$ cat src/bkeq_pkg.sv
`default_nettype none

package bkeq_pkg;

  // address field wide enough for the largest queue
  localparam int ADDR_W = 8;

  localparam logic REQ_BUTTON = 1'b0;
  localparam logic REQ_POLL   = 1'b1;

  localparam logic [1:0] BTN_UP   = 2'd0;
  localparam logic [1:0] BTN_DOWN = 2'd1;
  localparam logic [1:0] BTN_OK   = 2'd2;

  localparam logic [1:0] EV_PRESSED  = 2'd0;
  localparam logic [1:0] EV_RELEASED = 2'd1;

  localparam logic [1:0] KEY_UP    = 2'd0;
  localparam logic [1:0] KEY_DOWN  = 2'd1;
  localparam logic [1:0] KEY_ENTER = 2'd2;
  localparam logic [1:0] KEY_BACK  = 2'd3;

  localparam logic [15:0] THRESHOLD_RESET = 16'd800;

  typedef struct packed {
    logic        req_type;
    logic [1:0]  button_id;
    logic [1:0]  button_event;
    logic [31:0] time_ms;
  } req_t;

  typedef struct packed {
    logic       updated;
    logic       key_pressed;
    logic [1:0] key_code;
  } rsp_t;

  typedef struct packed {
    logic              we;
    logic [ADDR_W-1:0] waddr;
    logic [1:0]        wdata;
    logic              re;
    logic [ADDR_W-1:0] raddr;
  } ram_req_t;

  typedef enum logic {
    ST_IDLE,
    ST_READ
  } state_t;

endpackage

`default_nettype wire

$ cat src/bkeq_key_ram.sv
`default_nettype none

module bkeq_key_ram import bkeq_pkg::*; #(
  parameter int QUEUE_DEPTH = 16
) (
  input  wire logic     clk,
  input  wire ram_req_t ram_req,
  output logic [1:0]    rdata
);

  localparam int PTR_W = $clog2(QUEUE_DEPTH);

  logic [1:0] mem [QUEUE_DEPTH];

  always_ff @(posedge clk) begin
    if (ram_req.we) begin
      mem[ram_req.waddr[PTR_W-1:0]] <= ram_req.wdata;
    end
  end

  always_ff @(posedge clk) begin
    if (ram_req.re) begin
      rdata <= mem[ram_req.raddr[PTR_W-1:0]];
    end
  end

endmodule

`default_nettype wire

$ cat src/bkeq_ctrl.sv
`default_nettype none

module bkeq_ctrl import bkeq_pkg::*; #(
  parameter int QUEUE_DEPTH = 16
) (
  input  wire logic        clk,
  input  wire logic        rst,
  input  wire logic [15:0] threshold,
  input  wire logic        req_valid,
  output logic             req_ready,
  input  wire req_t        req_data,
  output logic             rsp_valid,
  input  wire logic        rsp_ready,
  output rsp_t             rsp_data,
  output ram_req_t         ram_req,
  input  wire logic [1:0]  ram_rdata
);

  localparam int PTR_W = $clog2(QUEUE_DEPTH);
  localparam int CNT_W = $clog2(QUEUE_DEPTH + 1);
  localparam logic [PTR_W:0]   DEPTH_S  = (PTR_W+1)'(QUEUE_DEPTH);
  localparam logic [CNT_W-1:0] DEPTH_C  = CNT_W'(QUEUE_DEPTH);
  localparam logic [PTR_W-1:0] LAST_PTR = PTR_W'(QUEUE_DEPTH - 1);

  state_t           state, state_next;
  logic [PTR_W-1:0] head;
  logic [CNT_W-1:0] count;
  logic [31:0]      ok_press_time;
  logic [1:0]       held_key;
  logic             key_is_held;

  logic             out_free;
  logic             accept;
  logic [31:0]      held_ms;
  logic             long_press;
  logic [PTR_W:0]   slot_sum;
  logic [PTR_W-1:0] slot;
  logic [PTR_W-1:0] head_inc;
  logic             fifo_full;
  logic             fifo_empty;

  logic             push_en;
  logic [1:0]       push_code;
  logic             pop_en;
  logic             ok_store;
  logic             release_key;
  logic             load_rsp;
  rsp_t             rsp_load;

  assign out_free   = !rsp_valid || rsp_ready;
  assign accept     = req_valid && req_ready;
  assign held_ms    = req_data.time_ms - ok_press_time;
  assign long_press = held_ms >= {16'd0, threshold};
  assign fifo_full  = count == DEPTH_C;
  assign fifo_empty = count == '0;

  // tail slot wraps at the queue depth, sum stays below twice the depth
  assign slot_sum = {1'b0, head} + (PTR_W+1)'(count);
  assign slot     = (slot_sum >= DEPTH_S) ? PTR_W'(slot_sum - DEPTH_S) : slot_sum[PTR_W-1:0];
  assign head_inc = (head == LAST_PTR) ? '0 : head + PTR_W'(1);

  always_comb begin
    state_next = state;
    case (state)
      ST_IDLE: begin
        if (accept && req_data.req_type == REQ_POLL && !key_is_held && !fifo_empty) begin
          state_next = ST_READ;
        end
      end
      ST_READ: state_next = ST_IDLE;
      default: state_next = ST_IDLE;
    endcase
  end

  always_comb begin
    req_ready   = 1'b0;
    push_en     = 1'b0;
    push_code   = KEY_UP;
    pop_en      = 1'b0;
    ok_store    = 1'b0;
    release_key = 1'b0;
    load_rsp    = 1'b0;
    rsp_load    = '0;
    case (state)
      ST_IDLE: begin
        req_ready = out_free;
        if (accept) begin
          if (req_data.req_type == REQ_POLL) begin
            if (!key_is_held && !fifo_empty) begin
              pop_en = 1'b1;
            end else begin
              load_rsp = 1'b1;
              if (key_is_held) begin
                release_key          = 1'b1;
                rsp_load.updated     = 1'b1;
                rsp_load.key_pressed = 1'b0;
                rsp_load.key_code    = held_key;
              end
            end
          end else begin
            case (req_data.button_id)
              BTN_UP: begin
                push_en   = req_data.button_event == EV_PRESSED;
                push_code = KEY_UP;
              end
              BTN_DOWN: begin
                push_en   = req_data.button_event == EV_PRESSED;
                push_code = KEY_DOWN;
              end
              BTN_OK: begin
                ok_store  = req_data.button_event == EV_PRESSED;
                push_en   = req_data.button_event == EV_RELEASED;
                push_code = long_press ? KEY_BACK : KEY_ENTER;
              end
              default: push_en = 1'b0;
            endcase
          end
        end
      end
      ST_READ: begin
        // popped key arrives from the ram in the cycle after the read
        load_rsp             = 1'b1;
        rsp_load.updated     = 1'b1;
        rsp_load.key_pressed = 1'b1;
        rsp_load.key_code    = ram_rdata;
      end
      default: req_ready = 1'b0;
    endcase
  end

  always_comb begin
    ram_req       = '0;
    ram_req.we    = push_en && !fifo_full;
    ram_req.waddr = ADDR_W'(slot);
    ram_req.wdata = push_code;
    ram_req.re    = pop_en;
    ram_req.raddr = ADDR_W'(head);
  end

  always_ff @(posedge clk) begin
    if (rst) begin
      state         <= ST_IDLE;
      head          <= '0;
      count         <= '0;
      ok_press_time <= '0;
      held_key      <= KEY_UP;
      key_is_held   <= 1'b0;
      rsp_valid     <= 1'b0;
    end else begin
      state <= state_next;
      if (push_en && !fifo_full) begin
        count <= count + CNT_W'(1);
      end else if (pop_en) begin
        count <= count - CNT_W'(1);
        head  <= head_inc;
      end
      if (ok_store) begin
        ok_press_time <= req_data.time_ms;
      end
      if (pop_en) begin
        key_is_held <= 1'b1;
      end else if (release_key) begin
        key_is_held <= 1'b0;
      end
      if (state == ST_READ) begin
        held_key <= ram_rdata;
      end
      if (load_rsp) begin
        rsp_valid <= 1'b1;
      end else if (rsp_ready) begin
        rsp_valid <= 1'b0;
      end
    end
  end

  always_ff @(posedge clk) begin
    if (load_rsp) begin
      rsp_data <= rsp_load;
    end
  end

endmodule

`default_nettype wire

$ cat src/button_key_event_queue_unit.sv
// button events give no response
// a poll answers in the cycle after acceptance, or after the ram read and ST_READ when a key is popped from the ram
// a pop holds off the request channel while the ram read completes
// a request is taken only while the response register is empty or being drained
// synchronous reset empties the queue, clears the held key, threshold back to 800 ms
`default_nettype none

module button_key_event_queue_unit import bkeq_pkg::*; #(
  parameter int QUEUE_DEPTH = 16
) (
  input  wire logic        clk,
  input  wire logic        rst,
  input  wire logic        req_valid,
  output logic             req_ready,
  input  wire req_t        req_data,
  output logic             rsp_valid,
  input  wire logic        rsp_ready,
  output rsp_t             rsp_data,
  input  wire logic        cfg_we,
  input  wire logic [15:0] cfg_wdata
);

  logic [15:0] threshold;
  ram_req_t    ram_req;
  logic [1:0]  ram_rdata;

  always_ff @(posedge clk) begin
    if (rst) begin
      threshold <= THRESHOLD_RESET;
    end else if (cfg_we) begin
      threshold <= cfg_wdata;
    end
  end

  bkeq_ctrl #(
    .QUEUE_DEPTH(QUEUE_DEPTH)
  ) u_ctrl (
    .clk       (clk),
    .rst       (rst),
    .threshold (threshold),
    .req_valid (req_valid),
    .req_ready (req_ready),
    .req_data  (req_data),
    .rsp_valid (rsp_valid),
    .rsp_ready (rsp_ready),
    .rsp_data  (rsp_data),
    .ram_req   (ram_req),
    .ram_rdata (ram_rdata)
  );

  bkeq_key_ram #(
    .QUEUE_DEPTH(QUEUE_DEPTH)
  ) u_ram (
    .clk     (clk),
    .ram_req (ram_req),
    .rdata   (ram_rdata)
  );

endmodule

`default_nettype wire

$ cat config.mk
export PLATFORM = sky130hd
export DESIGN_NAME = button_key_event_queue_unit
export DESIGN_NICKNAME = d
export VERILOG_FILES = /design/src/bkeq_pkg.sv /design/src/bkeq_key_ram.sv /design/src/bkeq_ctrl.sv /design/src/button_key_event_queue_unit.sv
export SDC_FILE = /design/constraint.sdc
export NUM_CORES = 1
export LEC_CHECK = 0
export BUFFER_PORTS_ARGS = -buffer_cell sky130_fd_sc_hd__buf_2
export CAP_MARGIN = 0
export CORE_MARGIN = 5
export CORE_UTILIZATION = 50
export DETAILED_ROUTE_END_ITERATION = 7
export GPL_TIMING_DRIVEN = 0
export PLACE_DENSITY = 0.69
export SYNTH_ARGS = -nofsm -noshare
export SYNTH_HDL_FRONTEND = slang
export SYNTH_SLANG_ARGS = --single-unit
$ cat constraint.sdc
create_clock -name clk -period 4.8 [get_ports clk]
set_clock_uncertainty 0.15 [all_clocks]
set_input_delay 0 -clock clk [delete_from_list [all_inputs] [get_ports clk]]
set_output_delay 0 -clock clk [all_outputs]
set_load 0.02 [all_outputs]
Word-level counts from Yosys, hierarchy flattened:

Memory sizes are Yosys's and may differ from the RTL's. A register that Yosys moved wholly into a read port is not among the register bits.
Cells that the tools add are included.

* memory bits (writable): 32
* flip-flop bits (word level): 66
* word-level logic and storage cells: 90
* memories: 1

* bitwise operators: 2
* $add $sub $neg: 6
* mux-type cells: 44
* reduce and logical (&&, ||, !) cells: 19
* eq/ne operators: 5
* order comparisons: 2

Memory list
* u_ram.mem: words 16, bits a word 2, read ports 1, clocked after Yosys merged registers in 1, wr ports 1, line bkeq_key_ram.sv:13 `logic [1:0] mem [QUEUE_DEPTH];`

Operators by type and width (count)
* $ge A32 B16 Y1: 1
* $sub A32 B32 Y32: 1
* $mux W1: 28
* $mux W4: 6
* $mux W5: 2
* $pmux W4 S2: 1
* $logic_and A1 B1 Y1: 6
* $mux W2: 3
* $pmux W1 S2: 3
* $reduce_bool A2 Y1: 3
* $add A4 B5 Y5: 1
* $add A5 B1 Y5 const B: 1
* $eq A5 B5 Y1 const B: 1
* $ge A5 B5 Y1 const B: 1
* $logic_not A5 Y1: 1
* $sub A5 B1 Y5 const B: 1
* $add A4 B1 Y4 const B: 1
* $eq A2 B1 Y1 const B: 2
* $eq A4 B4 Y1 const B: 1
* $logic_not A1 Y1: 4
* $logic_not A2 Y1: 2
* $pmux W2 S2: 1
* $sub A4 B1 Y4 const B: 1
* $eq A2 B2 Y1 const B: 1
* other kinds (4): 5

Logic depth before layout (Yosys ltp):

Gate-level depths: netlist of the first run.

* word-level depth: 9
* mapped depth: 20
* depth with buffers taken out: 20

Cells and area by module:

A second synthesis of the first run with hierarchy kept.

* cells, all modules: 728
* area, all modules: 6483.7 um^2

By module, submodules not included
* bkeq_ctrl: seq. area each 1041.0 um^2, cells each 598, area each 4498.1 um^2, instances 1
* bkeq_key_ram: seq. area each 1021.0 um^2, cells each 78, area each 1400.1 um^2, instances 1
* button_key_event_queue_unit: seq. area each 320.3 um^2, cells each 52, area each 585.6 um^2, instances 1

Worst setup path before layout of the first run:

No wires, ideal clock.

* path type: register to register
* from: register u_ctrl.ok_press_time[5]
* to: memory u_ram.mem[0][0] (data pin)
* setup slack: 0.684 ns
* arrival time: 3.664 ns
* path buffers: 0
* clock period less this slack: 4.116 ns
* cell stages (with the launch flop): 19
* data required time: 4.348 ns
* cells stage by stage: dfxtp_1 inv_1 ha_1 nand4_2 a2111oi_4 nor3b_1 o221ai_1 a31oi_1 xnor2_1 ha_1 nand4_1 a2111oi_0 a32oi_1 nand4_1 nor4_1 and3_1 o2111ai_1 nor4_1 a31oi_1

RTL lines
* start: declaration: line bkeq_ctrl.sv:28 `logic [31:0] ok_press_time;`
* start signal: assignment: line bkeq_ctrl.sv:158 `ok_press_time <= req_data.time_ms;`
* end: declaration: line bkeq_key_ram.sv:13

==> run metrics, run 1 <==
Core Region=12,700 um2; Finished Cell Area=8060 um2; Row Count=41; sw frac=32.3%; Mapped Area=6520 um2; largest cells by area after synthesis=dfxtp_1, edfxtp_1, ha_1; layout cells sized above 1=14.8%; Worst Path Required=4680 ps; xor/xnor share of the synthesized area=4.03%; grt peak-use layer=met2; largest family of logic cells by synthesized area=compound AO/OA/AOI/OAI gates; syn nets=864; Post-Synth Simple-Gate Area=16.7%; chip width=124 um; DRT Pass-1 Iters=5; WP data arrival=4480 ps; ant diodes=0; Startpoint Class=flip-flop; DR vias/cell=5.53; endpoints failing setup=0; Post-Route WL=16.8 mm; Unique masters post-synth=64; number of synthesized flops with an enable pin=38; gr usage total=21.8%; met2 GRT Util=37.4%; Clock Sinks=100; area fraction of the dominant cell type after synthesis=19.0%; hold path cells=4; Slew HR=5.54%; drc violations=0; CP Launch Point=u_ctrl.ok_press_time[5]; sw power=771 uW; largest net degree at the start of global routing=19; outcome=completed; R2R Setup Slk=200 ps; Ys Warns=0; Leak=0.00312 uW; Async S/R FF share, synth=0%; register area share after synthesis=36.6%; fin util=63.4%; Max-Cap Viols=0; GR Util met1=27.2%; cell-internal power=1610 uW; initial core utilization=51.2%; synthesized area per cell=8.75 um2; # fillers=1,099; R2R depth=19; CTS tree=done; Clock Latency Late Sink=370 ps; DPL Wire Length=12.1 mm; cell area after placement=7040 um2; count leader, synth=nand2_1; chip height=124 um; Critical-path top delay cell=ha_1; Max VDD drop=0.000216 V; Setup CP Type=reg -> reg; io pins=64; Area growth syn-to-layout=23.7%; Final Slew Violations=0; Mapped Cells=745; Hold Crit Class=in -> reg; post-layout min period=4600 ps; FF+latch count, synth=100; WL/cell=15.9 um; Worst Tran Pin Value=1400 ps; Reg clk slew, reported paths=80 ps; antenna violations before repair=0; Gate power share=29.0%; DIE AREA=15,400 um2; final antenna-violating net count=0; CTS Buf Count=9; Setup crit end kind=flip-flop; H-Tree Depth=3; min-delay src=req_valid; Synth Area in Adders=12.1%; M3 GR Usage=3.95%; Critical Path, Cell by Cell=inv_1 -> ha_1 -> nand4_2 -> a2111oi_4 -> nor3b_2 -> o221ai_2 -> buf_4 -> xor2_1 -> ha_1 -> a21o_1 -> a21o_1 -> a22oi_1 -> nand4b_1 -> nor4_2 -> and3_1 -> o2111ai_2 -> nor4_4 -> buf_4 -> a31oi_4; port buffer count=61; vias in the first global route=5,616; Crit path largest cell delay=410 ps; first-pass GRT wire length=26.4 mm; gpl congestion=0.966; Synth Area in Compound Gates=18.2%; CTS root buf=clkbuf_16; Fmax=0.217 GHz; detailed-route via count=5,847; Clock power frac=29.9%; sequential share of power=41.1%; Initial DRC Count=454; CTS max path bufs=2; Overflow after GRT=0; NumNets Final=999; final hold violations=0; Crit Path Max Fanout=8; Post-synth top flop=dfxtp_1; Reg-to-Reg Start=u_ctrl.ok_press_time[5]; Pwr Density=296 nW/um2; Final period util=95.8%; synth cell count leaders=nand2_1, a21oi_1, nor2_1; area leader, netlist=dfxtp_1; mux share of post-synthesis cell area=6.07%
-- routing by layer --
layer | vias to the layer above | part of all wire [%] | wire length (um)
met3 | 34 | 4.5 | 751
li1 | 2904 | - | -
met5 | - | 0 | 0
met1 | 2742 | 45 | 7520
met2 | 167 | 49 | 8200
met4 | 0 | 2.1 | 345
-- what timing repair did --
| item | in CTS | in global routing |
|---|---|---|
| cloned | 0 | 1 |
| endpoints found under the hold margin | 50 | 0 |
| setup endpoints to repair | 16 | 16 |
| pin swaps | 0 | 10 |
| gates resized for setup | 6 | 16 |
| buffers inserted | 0 | 8 |
| hold buffers | 54 | 0 |
-- registers in the layout (all words and copies together) (netlist names) --
name	cells
threshold	16
u_ram.mem	32
u_ctrl.head	4
u_ctrl.key_is_held	1
u_ctrl.count	5
u_ctrl.rsp_data	4
u_ctrl.rsp_valid	1
u_ram.rdata	2
u_ctrl.held_key	2
u_ctrl.state	1
u_ctrl.ok_press_time	32
-- cell type report --
| type | instances | area [um2] | area share (%) |
|---|---|---|---|
| Tap cell | 172 | 215 | 2.67 |
| Clock inverter | 6 | 52.6 | 0.652 |
| Multi-Input combinational cell | 549 | 3860 | 47.8 |
| Sequential cell | 100 | 2380 | 29.6 |
| Buffer | 34 | 179 | 2.22 |
| Timing Repair Buffer | 123 | 906 | 11.2 |
| Inverter | 63 | 236 | 2.93 |
| Clock buffer | 10 | 233 | 2.89 |
-- worst max-delay path: cells and delay by family, from the launching register on --
| family | cells | cell delay [ps] |
|---|---|---|
| flops | 1 | 330 |
| simple gates | 6 | 1160 |
| fa+ha+maj | 2 | 680 |
| buf+inv | 3 | 400 |
| xor+xnor | 1 | 160 |
| compound gates | 7 | 1380 |
-- final timing paths --
path / to
hold reg to reg: u_ctrl.rsp_data[2]
setup reg to reg: u_ram.mem[0][0]
hold / removal: u_ctrl.rsp_data[3]
setup / recovery: u_ram.mem[0][0]
-- layout by cell type, fill, tap and decap left out, drive strengths merged, types with 4 or more instances in the layout --
| cell type | instances |
|---|---|
| nand2b | 12 |
| o211ai | 8 |
| and3 | 5 |
| nand4 | 15 |
| xor2 | 12 |
| a21o | 17 |
| nor4 | 5 |
| inv | 67 |
| nor2 | 71 |
| a211oi | 4 |
| dfxtp | 62 |
| clkbuf | 38 |
| ha | 58 |
| a31oi | 8 |
| nand2 | 111 |
| dlygate4sd3 | 54 |
| nor3 | 7 |
| a2111oi | 6 |
| edfxtp | 38 |
| mux4 | 10 |
| xnor2 | 18 |
| o21a | 4 |
| a21oi | 88 |
| buf | 73 |
| mux2i | 17 |
| nand3 | 8 |
| o21ai | 22 |
-- through the flow --
stage / hold slack [ps] / worst slack [ps] / instances / TNS [ps] / total power, uW
global route: 104 / -45.8 / 1057 / -604 / 2510
detailed placement: 85.5 / -721 / 978 / -11520 / 1620
floorplan: -19.6 / 684 / 745 / 0 / 1460
global placement: 74.8 / -543 / 978 / -8670 / 1600
CTS: 52.0 / 46.1 / 1048 / 0 / 2380
finish: 68.6 / 199 / 1057 / 0 / 2390
-- logic make-up after synthesis --
group | after synthesis
adder cells (fa/ha/maj) | 61
AND/OR/NAND/NOR | 246
flip-flops | 100
buffers and inverters | 97
AO/OA/AOI/OAI | 184
XOR/XNOR | 30
multiplexers | 27
-- power by group through the flow --
stage,logic (uW),registers (uW),clock network (uW)
after floorplan,453,1010,0
after global placement,605,998,0
after detailed placement,621,1000,0
after CTS,666,981,730
after global routing,760,988,760
final,691,981,713
No activity file was read; power rests on OpenSTA's default activity.
==> run 2, diff against run 1 <==
--- a/config.mk
+++ b/config.mk
@@ -5,8 +5,10 @@
 export SDC_FILE = /design/constraint.sdc
 export NUM_CORES = 1
 export LEC_CHECK = 0
+export ABC_AREA = 1
 export BUFFER_PORTS_ARGS = -buffer_cell sky130_fd_sc_hd__buf_2
 export CAP_MARGIN = 0
+export CORE_ASPECT_RATIO = 1.75
 export CORE_MARGIN = 5
 export CORE_UTILIZATION = 50
 export DETAILED_ROUTE_END_ITERATION = 7
==> constraint.sdc (replaced) <==
create_clock -name clk -period 4.4 [get_ports clk]
set_clock_uncertainty 0.15 [all_clocks]
set_input_delay 0 -clock clk [delete_from_list [all_inputs] [get_ports clk]]
set_output_delay 0 -clock clk [all_outputs]
set_load 0.02 [all_outputs]
==> run 2 against run 1 <==
  * Die area rose by 8.8%
  * Largest cell class unchanged
  * Synthesized cell count rose by 40%
  * Non-clock buffer count fell by 13
  * Highest routed layer unchanged
  * Sequential cell count did not move
  * Via count rose by 19%
  * Wire length rose by 18%
  * Count of clock-buffer cells in the layout fell by 1
  * Sequential share of layout area fell by 1.6 points
==> run metrics, run 2 <==
DR vias/cell=5.09 (was 5.53); sw power=866 uW (was 771 uW); Final period util=87.7%; area fraction of the dominant cell type after synthesis=17.5% (was 19.0%); post-layout min period=3860 ps; Max VDD drop=0.000190 V (was 0.000216 V); NumNets Final=1,298 (was 999); antenna violations before repair=0 (unchanged); synthesized area per cell=6.79 um2 (was 8.75 um2); Synth Area in Adders=11.1% (was 12.1%); Async S/R FF share, synth=0% (unchanged); Overflow after GRT=0 (unchanged); Clock Sinks=100 (unchanged); port buffer count=62 (was 61); RSZ-0062 raised after global routing=false; count leader, synth=nand2_1 (unchanged); syn nets=1,164 (was 864); Final Non-Filler Cells=1,361 (was 1,057); Clock Latency Late Sink=350 ps (was 370 ps); Slew HR=46.1% (was 5.54%); CTS root buf=clkbuf_16 (unchanged); Setup CP Type=in -> reg (was reg -> reg); Post-synth top flop=dfxtp_1 (unchanged); # fillers=1,350 (was 1,099); xor/xnor share of the synthesized area=2.34% (was 4.03%); sw frac=34.0% (was 32.3%); register area share after synthesis=33.6% (was 36.6%); Fmax=0.259 GHz; CTS resizes=0 (was 6); Worst Path Required=4280 ps (was 4680 ps); sequential share of power=40.7% (was 41.1%); Place WS=604 ps (was -721 ps); Crit Path Max Fanout=16 (was 8); Worst Slack Setup Final=542 ps (was 199 ps); CTS max path bufs=2 (unchanged); initial core utilization=51.0% (was 51.2%); largest cells by area after synthesis=dfxtp_1, edfxtp_1, nand2_1 (was dfxtp_1, edfxtp_1, ha_1); Synth Area in Compound Gates=12.4% (was 18.2%); H-Tree Depth=3 (unchanged); Power, Total=2550 uW (was 2390 uW); CTS tree=done (unchanged); Reg clk slew, reported paths=70 ps (was 80 ps); vias in the first global route=7,112 (was 5,616); number of synthesized flops with an enable pin=38 (unchanged); Placed Cells incl. Taps=1,285 (was 978); most frequent cells in the layout=nand2_1, inv_1, nor2_1, a21oi_1, buf_2 (was nand2_1, a21oi_1, nor2_1, inv_1); chip height=168 um (was 124 um); DPL Wire Length=16.0 mm (was 12.1 mm); gpl congestion=0.924 (was 0.966); Initial DRC Count=265 (was 454); chip width=100 um (was 124 um); Setup crit end kind=flip-flop (unchanged); first-pass GRT wire length=32.1 mm (was 26.4 mm); largest family of logic cells by synthesized area=simple AND/OR/NAND/NOR gates (was compound AO/OA/AOI/OAI gates); Hold Crit Class=in -> reg (unchanged); Mapped Cells=1,045 (was 745); drc violations=0 (unchanged); Ys Warns=0 (unchanged); most common cell after layout, fill and taps aside=nand2_1 (unchanged); largest net degree at the start of global routing=19 (unchanged); Final Slew Violations=0 (unchanged); CTS Buf Count=9 (unchanged); Leak=0.00422 uW (was 0.00312 uW); gr usage total=24.4% (was 21.8%); io pins=64 (unchanged); ant diodes=0 (unchanged); endpoints failing setup=0 (unchanged); DIE AREA=16,800 um2 (was 15,400 um2); Clock power frac=30.4% (was 29.9%); Post-Route WL=19.8 mm (was 16.8 mm); WL/cell=14.6 um (was 15.9 um); Min Hold Slack=33.1 ps (was 68.6 ps); Worst Tran Pin Value=808 ps (was 1400 ps); mux share of post-synthesis cell area=0.423% (was 6.07%); Pwr Density=299 nW/um2 (was 296 nW/um2); Core Region=13,900 um2 (was 12,700 um2); WP data arrival=3740 ps (was 4480 ps); DRT Pass-1 Iters=5 (unchanged); Row Count=57 (was 41); FF+latch count, synth=100 (unchanged); final antenna-violating net count=0 (unchanged); cell-internal power=1680 uW (was 1610 uW); detailed-route via count=6,929 (was 5,847); Post-Synth Simple-Gate Area=28.4% (was 16.7%); layout cells sized above 1=10.4% (was 14.8%); Area growth syn-to-layout=20.2% (was 23.7%); area leader, netlist=dfxtp_1 (unchanged); final hold violations=0 (unchanged); Startpoint Class=primary input (was flip-flop); Mapped Area=7100 um2 (was 6520 um2); setup_tns=0 ps (unchanged); Unique masters post-synth=39 (was 64); Gate power share=28.8% (was 29.0%); Max-Cap Viols=0 (unchanged); synth cell count leaders=nand2_1, inv_1, nor2_1 (was nand2_1, a21oi_1, nor2_1); outcome=completed (unchanged)
run 2: cell families after synthesis:
kind of cell | count (synthesis)
fa+ha+maj | 61
mux | 3
xor+xnor | 19
flops | 100
compound gates | 165
buf+inv | 222
simple gates | 475
run 2: power groups by stage:
stage	clock [uW]	sequential, uW	combinational (uW)
3_3_place_gp	0	1060	672
4_1_cts	789	1040	735
6_report	776	1040	735
5_1_grt	814	1040	839
2_1_floorplan	0	1060	482
3_5_place_dp	0	1060	685
run 2: layout make-up:
cell class                      instances  area (um2)  share of cell area, %
Timing Repair Buffer                  123         922                   10.8
Multi-Input combinational cell        723        3880                   45.5
Sequential cell                       100        2380                   27.9
Inverter                              201         754                   8.84
Clock inverter                          7        58.8                  0.689
Tap cell                              177         221                   2.60
Clock buffer                            9         225                   2.64
Buffer                                 21        83.8                  0.983
run 2: through the flow:
stage / cell area [um2] / util, %
2_1_floorplan: 7100 / -
3_3_place_gp: 7630 / 54.9
3_5_place_dp: 7650 / 55.0
4_1_cts: 8530 / 61.3
5_1_grt: 8530 / 61.3
6_report: 8530 / 61.3
run 2: layer usage:
layer,global-route usage [%],vias to the layer above,part of all wire [%]
met3,2.62,94,2.5
met4,18.5,0,8.2
li1,-,3570,-
met1,21.0,3108,33
met2,48.5,157,57
met5,0,-,0
run 2: worst paths after layout:
path	depth (start not counted)	endpoint	from	slack, ps
max	22	u_ram.mem[2][0]	req_data[0]	540
min	5	u_ctrl.head[0]	req_data[36]	30
max reg2reg	19	u_ram.mem[2][0]	u_ctrl.ok_press_time[0]	560
min reg2reg	2	u_ctrl.ok_press_time[22]	u_ctrl.ok_press_time[22]	310
run 2: worst max-delay path, cell delays in order:
cell	delay [ps]
dlygate4sd3_1	520
buf_2	100
inv_1	50
ha_1	230
fa_1	410
inv_1	130
nand2_1	60
nand2_1	120
nand3_1	90
nand2_1	170
xor2_1	200
ha_1	170
a21oi_1	60
nor3_1	130
nor3_1	60
a21oi_1	150
nor2_1	100
nand3_1	90
nor2_1	40
nand2_1	120
nand2_1	80
a21oi_2	650
run 2: repair_timing:
item                                   in CTS  in global routing
hold buffers                               60                  0
buffers inserted                            0                  0
endpoints found under the hold margin      53                  0
==> run 3, diff against run 2 <==
--- a/config.mk
+++ b/config.mk
@@ -8,7 +8,6 @@
 export ABC_AREA = 1
 export BUFFER_PORTS_ARGS = -buffer_cell sky130_fd_sc_hd__buf_2
 export CAP_MARGIN = 0
-export CORE_ASPECT_RATIO = 1.75
 export CORE_MARGIN = 5
 export CORE_UTILIZATION = 50
 export DETAILED_ROUTE_END_ITERATION = 7
==> constraint.sdc (replaced) <==
create_clock -name clk -period 4.3 [get_ports clk]
set_clock_uncertainty 0.15 [all_clocks]
set_input_delay 0 -clock clk [delete_from_list [all_inputs] [get_ports clk]]
set_output_delay 0 -clock clk [all_outputs]
set_load 0.02 [all_outputs]
==> run 3 against run 2 <==
  * First-iteration DRC count is 52% higher
  * Sequential power barely moved
  * Sequential share of layout area down 0.11 points
  * Critical path depth shrank 3
  * Core utilization grew 0.36 points
  * Clock power rose by 7.0%
  * Wire length decreased by 8.3%
  * Cell count grew 0.29%
  * Final area increased by 0.40%
  * Global-route usage decreased by 1.6 points
  * Largest power group unchanged
==> run metrics, run 3 (synthesis gave the netlist of run 2 again) <==
met3 wire len=703 um (was 488 um); Final period util=86.2%; Max VDD drop=0.000182 V (was 0.000190 V); port buffer count=62 (unchanged); Area growth syn-to-layout=20.7% (was 20.2%); Pwr Density=307 nW/um2 (was 299 nW/um2); layout cells sized above 1=10.5% (was 10.4%); RR Endpoint=u_ram.mem[14][0] (was u_ram.mem[2][0]); Slew HR=50.0% (was 46.1%); Core Region=13,900 um2 (about the same); sequential share of power=40.4% (was 40.7%); CTS tree=done (unchanged); DPL Wire Length=13.9 mm (was 16.0 mm); detailed-route via count=6,840 (was 6,929); min-delay src=cfg_we (was req_data[36]); most frequent cells in the layout=nand2_1, inv_1, nor2_1, a21oi_1, buf_2 (unchanged); Overflow after GRT=0 (unchanged); gpl congestion=0.926 (was 0.924); DRT Pass-1 Iters=5 (unchanged); final hold violations=0 (unchanged); Leak=0.00424 uW (was 0.00422 uW); cell area after placement=7650 um2 (about the same); final antenna-violating net count=0 (unchanged); Met2 Routed Length=9.00 mm (was 11.2 mm); H-Tree Depth=3 (unchanged); NumNets Final=1,299 (was 1,298); io pins=64 (unchanged); largest net degree at the start of global routing=21 (was 19); first-pass GRT wire length=30.3 mm (was 32.1 mm); cell-internal power=1730 uW (was 1680 uW); Fmax=0.270 GHz; antenna violations before repair=0 (unchanged); Initial DRC Count=403 (was 265); vias in the first global route=6,475 (was 7,112); drc violations=0 (unchanged); CTS root buf=clkbuf_16 (unchanged); sw frac=34.1% (was 34.0%); R2R depth=19 (unchanged); CTS resizes=0 (unchanged); hold path cells=4 (was 5); Setup crit end kind=flip-flop (unchanged); most common cell after layout, fill and taps aside=nand2_1 (unchanged); WP data arrival=3610 ps (was 3740 ps); Final Slew Violations=0 (unchanged); gr usage total=22.8% (was 24.4%); R2R Setup Slk=590 ps (was 560 ps); DR top layer=met4 (unchanged); Worst Path Required=4200 ps (was 4280 ps); Clock Sinks=100 (unchanged); CTS Buf Count=9 (unchanged); Gate power share=28.0% (was 28.8%); Row Count=43 (was 57); ant diodes=0 (unchanged); Worst Tran Pin Value=750 ps (was 808 ps); Crit Path Max Fanout=16 (unchanged); initial core utilization=51.1% (was 51.0%); DR vias/cell=5.01 (was 5.09); Reg clk slew, reported paths=80 ps (was 70 ps); Startpoint Class=flip-flop (was primary input); Finished Cell Area=8570 um2 (was 8530 um2); chip height=129 um (was 168 um); Hold Crit Class=in -> reg (unchanged); Clock Latency Late Sink=360 ps (was 350 ps); RSZ-0062 raised after global routing=false (unchanged); Post-Route WL=18.2 mm (was 19.8 mm); sw power=898 uW (was 866 uW); hold endpoint=threshold[3] (was u_ctrl.head[0]); setup_tns=0 ps (unchanged); chip width=129 um (was 100 um); outcome=completed (unchanged); M1 wire length=7.92 mm (was 6.49 mm); post-layout min period=3710 ps; Max-Cap Viols=0 (unchanged); CTS max path bufs=2 (unchanged); Setup CP Type=reg -> reg (was in -> reg); WL/cell=13.3 um (was 14.6 um); Clock power frac=31.6% (was 30.4%); DIE AREA=16,700 um2 (was 16,800 um2); endpoints failing setup=0 (unchanged); Reg-to-Reg Start=u_ctrl.ok_press_time[9] (was u_ctrl.ok_press_time[0])
run 3: worst max-delay path: stages (launching register included):
cell,delay [ps]
dfxtp_1,320
inv_1,50
ha_1,350
nand2_2,150
inv_1,60
nand2_1,60
nand2_1,60
nand3b_1,260
xor2_1,220
ha_1,300
inv_1,50
nor3_1,160
nor3_1,60
a21oi_1,140
nor2_1,80
nand3_1,80
nor2_1,50
nand2_1,110
nand2_1,80
a21oi_2,610
run 3: cell type report:
class | instances | area, um2
tap | 180 | 225
clock inverter | 7 | 78.8
sequential | 100 | 2380
clock buffer | 9 | 225
fill | 1337 | 5320
inverter | 201 | 754
timing repair buffer | 124 | 932
buffer | 21 | 83.8
multi-input combinational | 723 | 3880
run 3: timing repair:
item,in CTS,in global routing
hold buffers,61,0
endpoints found under the hold margin,57,0
buffers inserted,0,0
run 3: layer usage:
metal | vias up | GRT usage [%]
met5 | - | 0
met4 | 0 | 8.77
met3 | 33 | 3.46
met2 | 150 | 40.4
met1 | 3079 | 27.9
li1 | 3578 | -
run 3: how the worst max path moves through the flow:
stage	start	endpoint	slack [ps]	cells past startpoint
6_report	u_ctrl.ok_press_time[9]	u_ram.mem[14][0]	590	19
5_1_grt	req_data[0]	u_ram.mem[7][0]	310	22
4_1_cts	u_ctrl.ok_press_time[9]	u_ram.mem[14][0]	600	19
3_5_place_dp	u_ctrl.ok_press_time[8]	u_ram.mem[5][0]	570	19
3_3_place_gp	u_ctrl.ok_press_time[9]	u_ram.mem[8][0]	650	19
2_1_floorplan	u_ctrl.ok_press_time[9]	u_ram.mem[0][0]	1380	19
run 3: power groups by stage:
stage,logic [uW],registers (uW),clock network [uW]
final,736,1060,830
after global routing,840,1070,887
after CTS,731,1060,841
after detailed placement,682,1080,0
after global placement,669,1080,0
after floorplan,494,1090,0
run 3: metrics by stage:
| stage | total power (uW) | hold WS, ps | setup WS (ps) | utilization, % | cells |
|---|---|---|---|---|---|
| finish | 2630 | 72.5 | 592 | 61.7 | 1365 |
| CTS | 2630 | 18.1 | 600 | 61.7 | 1365 |
| floorplan | 1580 | -38.9 | 1380 | - | 1045 |
| detailed placement | 1770 | 84.8 | 573 | 55.1 | 1288 |
| global route | 2800 | 107 | 308 | 61.7 | 1365 |
| global placement | 1750 | 79.8 | 650 | 55.0 | 1287 |
